`src/rtl/mcd_pkg.sv`:
```
// ----------------------------------------------------------------------------
// mcd_pkg
// Control line positions, item types and helper functions for the
// microcode control word decoder.
// ----------------------------------------------------------------------------
package mcd_pkg;

  localparam int unsigned CW_W = 24;

  typedef logic [CW_W-1:0] cword_t;

  // control line bits of the logical (active-high) word
  localparam cword_t L_CI  = cword_t'(1) << 0;
  localparam cword_t L_CO  = cword_t'(1) << 1;
  localparam cword_t L_BO  = cword_t'(1) << 2;
  localparam cword_t L_BI  = cword_t'(1) << 3;
  localparam cword_t L_ALO = cword_t'(1) << 8;
  localparam cword_t L_ALI = cword_t'(1) << 9;
  localparam cword_t L_RI  = cword_t'(1) << 10;
  localparam cword_t L_RO  = cword_t'(1) << 11;
  localparam cword_t L_MD  = cword_t'(1) << 12;
  localparam cword_t L_MI  = cword_t'(1) << 13;
  localparam cword_t L_SPO = cword_t'(1) << 14;
  localparam cword_t L_SPI = cword_t'(1) << 15;
  localparam cword_t L_AO  = cword_t'(1) << 16;
  localparam cword_t L_AI  = cword_t'(1) << 17;
  localparam cword_t L_HLT = cword_t'(1) << 18;
  localparam cword_t L_PE  = cword_t'(1) << 19;
  localparam cword_t L_PO  = cword_t'(1) << 20;
  localparam cword_t L_PI  = cword_t'(1) << 21;
  localparam cword_t L_MSR = cword_t'(1) << 22;
  localparam cword_t L_II  = cword_t'(1) << 23;

  // all lines but the ALU code and PE are active low
  localparam cword_t LOW_ACTIVE_MASK = L_PI | L_PO | L_HLT | L_AI | L_AO | L_BI | L_BO |
                                       L_CI | L_CO | L_MI | L_RO | L_RI | L_ALO | L_ALI |
                                       L_SPO | L_SPI | L_MSR | L_II | L_MD;

  // opcode classes
  localparam logic [1:0] CLS_MOV = 2'd0;
  localparam logic [1:0] CLS_LOD = 2'd1;
  localparam logic [1:0] CLS_STO = 2'd2;
  localparam logic [1:0] CLS_ALU = 2'd3;

  // register / mode codes
  localparam logic [2:0] REG_A   = 3'd0;
  localparam logic [2:0] REG_B   = 3'd1;
  localparam logic [2:0] REG_C   = 3'd2;
  localparam logic [2:0] REG_D   = 3'd3;
  localparam logic [2:0] REG_SP  = 3'd4;
  localparam logic [2:0] REG_PC  = 3'd5;
  localparam logic [2:0] MODE_SI = 3'd6;
  localparam logic [2:0] MODE_IM = 3'd7;

  localparam logic [3:0] ALU_INC = 4'hA;
  localparam logic [3:0] ALU_DEC = 4'hB;

  localparam int unsigned IN_TDATA_W  = 16;

  typedef struct packed {
    logic       cond_flag;
    logic       carry_flag;
    logic [2:0] micro_step;
    logic [7:0] opcode;
  } mcd_item_t;

  function automatic cword_t alu_field(input logic [3:0] code);
    alu_field = cword_t'(code) << 4;
  endfunction

  function automatic cword_t drive_line(input logic [2:0] r);
    case (r)
      REG_A:   drive_line = L_AO;
      REG_B:   drive_line = L_BO;
      REG_C:   drive_line = L_CO;
      REG_D:   drive_line = L_SPO;
      REG_SP:  drive_line = L_SPO;
      REG_PC:  drive_line = L_PO;
      default: drive_line = '0;
    endcase
  endfunction

  function automatic cword_t load_line(input logic [2:0] r);
    case (r)
      REG_A:   load_line = L_AI;
      REG_B:   load_line = L_BI;
      REG_C:   load_line = L_CI;
      REG_D:   load_line = L_SPI;
      REG_SP:  load_line = L_SPI;
      REG_PC:  load_line = L_PI;
      default: load_line = '0;
    endcase
  endfunction

endpackage

```
`src/rtl/mcd_decode.sv`:
```
// ----------------------------------------------------------------------------
// mcd_decode
// Combinational control store: maps opcode, step and flags to the
// 24-bit control word, with the active-low lines inverted.
// ----------------------------------------------------------------------------
module mcd_decode
  import mcd_pkg::*;
(
  input  mcd_item_t item,
  output cword_t    control_word
);

  logic [1:0] cls;
  logic [2:0] d;
  logic [2:0] s;
  logic [2:0] st;
  logic       take;
  cword_t     body;
  cword_t     w;

  assign cls = item.opcode[7:6];
  assign d   = item.opcode[5:3];
  assign s   = item.opcode[2:0];
  assign st  = item.micro_step;

  // body word for steps 2..7; zero falls back to HLT / MSR below
  always_comb begin
    body = '0;
    take = (s == REG_A) ? item.carry_flag : item.cond_flag;
    case (cls)
      CLS_MOV: begin
        if (d == MODE_IM && (s == REG_A || s == REG_B || s == REG_C || s == REG_SP)) begin
          // conditional jump
          if (!take) begin
            if (st == 3'd2) body = L_PE | L_MSR;
          end else if (st == 3'd2) begin
            body = L_PO | L_MI | L_PE;
          end else if (st == 3'd3) begin
            body = L_RO | L_PI | L_MSR;
          end
        end else if (item.opcode == 8'h00) begin
          if (st == 3'd2) body = L_MSR;
        end else if (d <= REG_PC && s <= REG_PC && s != d) begin
          if (st == 3'd2) body = drive_line(s) | load_line(d) | L_MSR;
        end else if (d <= REG_PC && s == MODE_IM) begin
          if (st == 3'd2) body = L_PO | L_MI | L_PE;
          else if (st == 3'd3) body = L_RO | load_line(d) | L_MSR;
        end
      end
      CLS_LOD: begin
        if (d <= REG_PC) begin
          if (s <= REG_PC) begin
            if (st == 3'd2) body = L_MI | drive_line(s);
            else if (st == 3'd3) body = L_MD | L_RO | load_line(d) | L_MSR;
          end else if (s == MODE_IM) begin
            if (st == 3'd2) body = L_PO | L_MI | L_PE;
            else if (st == 3'd3) body = L_RO | L_MI;
            else if (st == 3'd4) body = L_RO | L_MD | load_line(d) | L_MSR;
          end else begin
            if (st == 3'd2) body = L_SPO | L_ALI;
            else if (st == 3'd3) body = L_SPI | L_MI | alu_field(ALU_DEC) | L_ALO;
            else if (st == 3'd4) body = L_MD | L_RO | load_line(d) | L_MSR;
          end
        end
      end
      CLS_STO: begin
        if (s <= REG_PC) begin
          if (d <= REG_PC) begin
            if (st == 3'd2) body = L_MI | drive_line(d);
            else if (st == 3'd3) body = L_RI | L_MD | drive_line(s) | L_MSR;
          end else if (d == MODE_IM) begin
            if (st == 3'd2) body = L_MI | L_PE | L_PO;
            else if (st == 3'd3) body = L_RO | L_MI;
            else if (st == 3'd4) body = L_RI | L_MD | drive_line(s) | L_MSR;
          end else begin
            if (st == 3'd2) body = L_MI | L_ALI | L_SPO;
            else if (st == 3'd3) body = L_RI | L_MD | drive_line(s);
            else if (st == 3'd4) body = L_SPI | alu_field(ALU_INC) | L_ALO | L_MSR;
          end
        end
      end
      CLS_ALU: begin
        // bits 5-2 ALU code, bits 1-0 register
        if (st == 3'd2) begin
          body = drive_line({1'b0, item.opcode[1:0]}) | L_ALI;
        end else if (st == 3'd3) begin
          body = load_line({1'b0, item.opcode[1:0]}) | alu_field(item.opcode[5:2]) |
                 L_ALO | L_MSR;
        end
      end
      default: body = '0;
    endcase
  end

  always_comb begin
    if (st == 3'd0) begin
      w = L_MI | L_PO;
    end else if (st == 3'd1) begin
      w = L_RO | L_II | L_PE;
    end else if (body != '0) begin
      w = body;
    end else begin
      w = (st == 3'd2) ? L_HLT : L_MSR;
    end
  end

  assign control_word = w ^ LOW_ACTIVE_MASK;

endmodule

```
`src/rtl/microcode_control_word_decoder.sv`:
```
// ----------------------------------------------------------------------------
// microcode_control_word_decoder
// Microcode control store for a small 8-bit CPU on a pair of streams.
// ----------------------------------------------------------------------------
// Usage:
//   Input stream (in_*): one beat per lookup, in_tdata carries opcode,
//   micro-step, carry flag and condition flag. Output stream (out_*): one
//   beat per lookup with the 24-bit control word, active-low lines already
//   inverted.
//   Pipeline: the accepting edge loads the input register, and the output
//   register then loads through the decode logic once it is free; out_tvalid
//   rises when the output register is loaded.
//   Throughput: one beat per cycle, limited only by the receiver.
//   Stall: while out_tready is low the output register holds its beat; the
//   input register still takes one more beat, after which in_tready drops
//   until the output drains.
//   Reset: rst_n (synchronous, active low) empties both registers; no other
//   state exists, so decoding restarts cleanly on the next beat.
// ----------------------------------------------------------------------------
module microcode_control_word_decoder
  import mcd_pkg::*;
(
  input  logic                  clk,
  input  logic                  rst_n,
  input  logic                  in_tvalid,
  output logic                  in_tready,
  // [7:0] opcode, [10:8] micro_step, [11] carry_flag, [12] cond_flag, [15:13] zero
  input  logic [IN_TDATA_W-1:0] in_tdata,
  output logic                  out_tvalid,
  input  logic                  out_tready,
  // [23:0] control_word
  output logic [CW_W-1:0]       out_tdata
);

  logic      s1_valid_r;
  logic      s1_valid_nxt;
  mcd_item_t s1_item_r;
  logic      out_valid_r;
  logic      out_valid_nxt;
  cword_t    out_word_r;
  cword_t    dec_word;
  logic      out_free;
  logic      s1_move;
  logic      in_take;

  assign out_free  = !out_valid_r || out_tready;
  assign s1_move   = s1_valid_r && out_free;
  assign in_tready = !s1_valid_r || out_free;
  assign in_take   = in_tvalid && in_tready;

  assign s1_valid_nxt  = in_take || (s1_valid_r && !out_free);
  assign out_valid_nxt = s1_move || (out_valid_r && !out_tready);

  always_ff @(posedge clk) begin
    if (!rst_n) begin
      s1_valid_r  <= 1'b0;
      out_valid_r <= 1'b0;
    end else begin
      s1_valid_r  <= s1_valid_nxt;
      out_valid_r <= out_valid_nxt;
    end
  end

  always_ff @(posedge clk) begin
    if (in_take) s1_item_r <= mcd_item_t'(in_tdata[12:0]);
    if (s1_move) out_word_r <= dec_word;
  end

  mcd_decode u_decode (
    .item         (s1_item_r),
    .control_word (dec_word)
  );

  assign out_tvalid = out_valid_r;
  assign out_tdata  = out_word_r;

  a_reset_empty: assert property (@(posedge clk) !rst_n |=> !out_tvalid && !s1_valid_r)
    else $error("pipeline not empty after reset");

  a_stage_advance: assert property (@(posedge clk) disable iff (!rst_n)
    s1_valid_r && out_free |=> out_valid_r)
    else $error("staged beat lost on its way to the output");

  a_ready_full: assert property (@(posedge clk) disable iff (!rst_n)
    !in_tready |-> s1_valid_r && out_valid_r && !out_tready)
    else $error("input stalled with room in the pipeline");

  a_hold_word: assert property (@(posedge clk) disable iff (!rst_n)
    out_valid_r && !out_tready |=> $stable(out_word_r) && s1_valid_r == $past(s1_valid_nxt))
    else $error("stalled output word changed");

endmodule

```
`config.mk`:
```
export PLATFORM = sky130hd
export DESIGN_NAME = microcode_control_word_decoder
export DESIGN_NICKNAME = d
export VERILOG_FILES = /design/src/rtl/mcd_pkg.sv /design/src/rtl/mcd_decode.sv /design/src/rtl/microcode_control_word_decoder.sv
export SDC_FILE = /design/constraint.sdc
export NUM_CORES = 1
export LEC_CHECK = 0
export BUFFER_PORTS_ARGS = -buffer_cell sky130_fd_sc_hd__clkbuf_2
export CAP_MARGIN = 30
export CORE_MARGIN = 2
export CORE_UTILIZATION = 29
export CTS_BUF_LIST = sky130_fd_sc_hd__clkbuf_16
export CTS_CLUSTER_SIZE = 8
export DETAILED_ROUTE_END_ITERATION = 16
export PLACE_DENSITY = 0.56
export REMOVE_ABC_BUFFERS = 1
export SYNTH_ARGS = -nofsm -noshare
export SYNTH_HDL_FRONTEND = slang
export SYNTH_HIERARCHICAL = 1
export SYNTH_SLANG_ARGS = --single-unit
export TNS_END_PERCENT = 30
```
`constraint.sdc`:
```
create_clock -name clk -period 2.9 [get_ports clk]
set_input_delay 0.435 -clock clk [delete_from_list [all_inputs] [get_ports clk]]
set_output_delay 0.435 -clock clk [all_outputs]
set_load 0.005 [all_outputs]
```
==> run metrics <==
Port Buf Inserts 42; Worst EP arrival 2880 ps; GRT Overall Usage ~15%; routed vias around 2100; Setup violations, final 0; most common cell after layout, fill and taps aside clkbuf_2; Pwr Density 457 mW/mm2; Slew Limit Headroom around three fifths; Routed Antenna Nets 0; remaining routing DRC violations 0; most frequent cells in the layout clkbuf_2, buf_4, edfxtp_1, nor2_1, nand2_1; die area roughly 0.0086 mm2; Slew Viols, Final 0; CP Capture Type register; max-cap viol count 0; Layout Nets 318; Mapped Area 0.00229 mm2; ys async rst share 0%; Synth Area in XOR/XNOR 0.383%; WP data required 2920 ps; number of flops mapped to enable cells by yosys 37; power consumption 0.00139 W; Clock Root Buffer clkbuf_16; Ant. Diodes 0; number of global-route vias before repair 1980; largest family of logic cells by synthesized area compound AO/OA/AOI/OAI gates; Final Cycle Share a little over nine tenths; H-tree depth 2; largest net degree at the start of global routing 25; gpl congestion slightly above 0.9; grt ovf 0; initial DRC count between 300 and 400; status finished, final reports clean; ys flop type edfxtp_1; count of final hold-check violations 0; worst-skew pair later-pin latency 280 ps; # rows 32; Final Util 39.6%; share of the synthesized area in the top cell type 48.6%; number of buffers created by CTS 5; core area ~0.0077 mm2; clk sinks 39; Synth Area in Simple Gates between 20% and 30%; Clock Skew 4.74 ps; Clock transition at path regs approximately 60 ps; crit-path max FO 4; FF+latch count, synth 39; Post-DP Area between 0.002 and 0.003 mm2; sequential area share after synthesis 50.4%; layout cells sized above 1 36.5%; unique cell type count in the Yosys netlist 63; Startpoint Class register; post-synthesis mux area share less than 1%; initial antenna violation count 0; RSZ-0062 raised after global routing yes; Vias/cell 5.32; compound-gate portion of the synthesized area ~22%; leak pwr 1.18 nW; Pre-Repair DR Iteration Count 5; Yosys warning count 6; FMAX 350 MHz; TritonCTS clock tree built; Setup Crit Path Kind register to register; Tmin final between 2000 and 3000 ps; area delta synth->final 33.2%; global-route wire length before repair around 10000 um; Die Y 92.8 um; Post-Synth Adder-Cell Area 0.438%; Post-DP HPWL 4790 um; worst hold margin 323 ps; maximum vdd ir drop roughly 0.25 mV; fin area just over 0.003 mm2; clock buffer depth 2; Mapped Avg Cell Area 10.3 um2; Detailed Route WL 6420 um; area leader, netlist edfxtp_1; HP Class input pin to register; I/O pin total 46; Initial Util between 20% and 30%; chip width ~93 um; post-DR wirelength/cell 16.0 um; Synth area leaders edfxtp_1, nor2_1, nand2_1; Gate Count Post-Synth about 220; Worst Tran Pin Value roughly 620 ps; setup_tns 0 ps
-- cell type report --
cell class / instances / area [um2]
fillers: 787 / 4640
flip-flops and latches: 39 / 1150
multi-input cells: 162 / 1080
repair buffers: 84 / 529
well taps: 102 / 128
clock buffers: 5 / 125
inverters: 6 / 22.5
clock inverters: 3 / 12.5
-- critical path: stages, from the launching register on --
cell and delay, ps:
edfxtp_1 420, and3b_1 230, a22oi_2 170, nor2_1 60, or4_1 540, or4_4 540, nor4b_4 280, or3b_1 360
-- registers in the layout (all words and copies together), names as in the netlist --
register and flops:
s1_valid_r 1, s1_item_r 13, out_tdata 24, out_tvalid 1
-- cell families after synthesis --
family,count (synthesis)
xor gates and xnor gates,1
and+or+nand+nor,88
DFF,39
muxes,2
AOI/OAI and AO/OA,70
adders and majority gates,1
buffers and inverters,21
-- final timing paths --
kind / from / end / cells after the start / slack [ps]
setup / recovery: s1_item_r[9] / out_tdata[18] / 7 / 40
hold / removal: in_tdata[0] / s1_item_r[0] / 1 / 320
setup reg to reg: s1_item_r[9] / out_tdata[18] / 7 / 40
hold reg to reg: out_tvalid / s1_valid_r / 2 / 530
-- where the power goes --
| group | total (W) | switching, W | internal (W) |
|---|---|---|---|
| Combinational | 0.000218 | 0.000123 | 0.0000948 |
| Sequential | 0.000654 | 0.0000127 | 0.000642 |
| Clock | 0.000518 | 0.000208 | 0.000311 |
-- metrics by stage --
stage	cells	worst slack, ps
finish	401	40.6
global route	401	-28.4
CTS	396	0.483
detailed placement	388	16.0
global placement	388	29.9
floorplan	207	-211
-- synthesized netlist by cell type, drive strengths merged, types with 5 or more instances --
cell type and n:
o21ai 12, nand2 20, nor2 26, nor3 5
inv 6, nor2b 5, nand3 8, o21a 5
a211oi 6, clkbuf 6, a21oi 8, edfxtp 37
buf 9
-- timing repair --
item	4_1_cts	5_1_grt
gates resized for setup	0	12
endpoints found under the hold margin	0	0
hold buffers	0	0
buffers inserted	0	5
endpoints found under the setup margin	0	1
-- per-layer routing --
metal  track usage, %  vias up  wire length (um)
met5                0        -                 0
met4             6.25        0               201
met3             2.85       22               558
met2             23.7      135              2940
met1             19.9      968              2720
li1                 -     1008                 -
No activity file was read; power rests on OpenSTA's default activity.
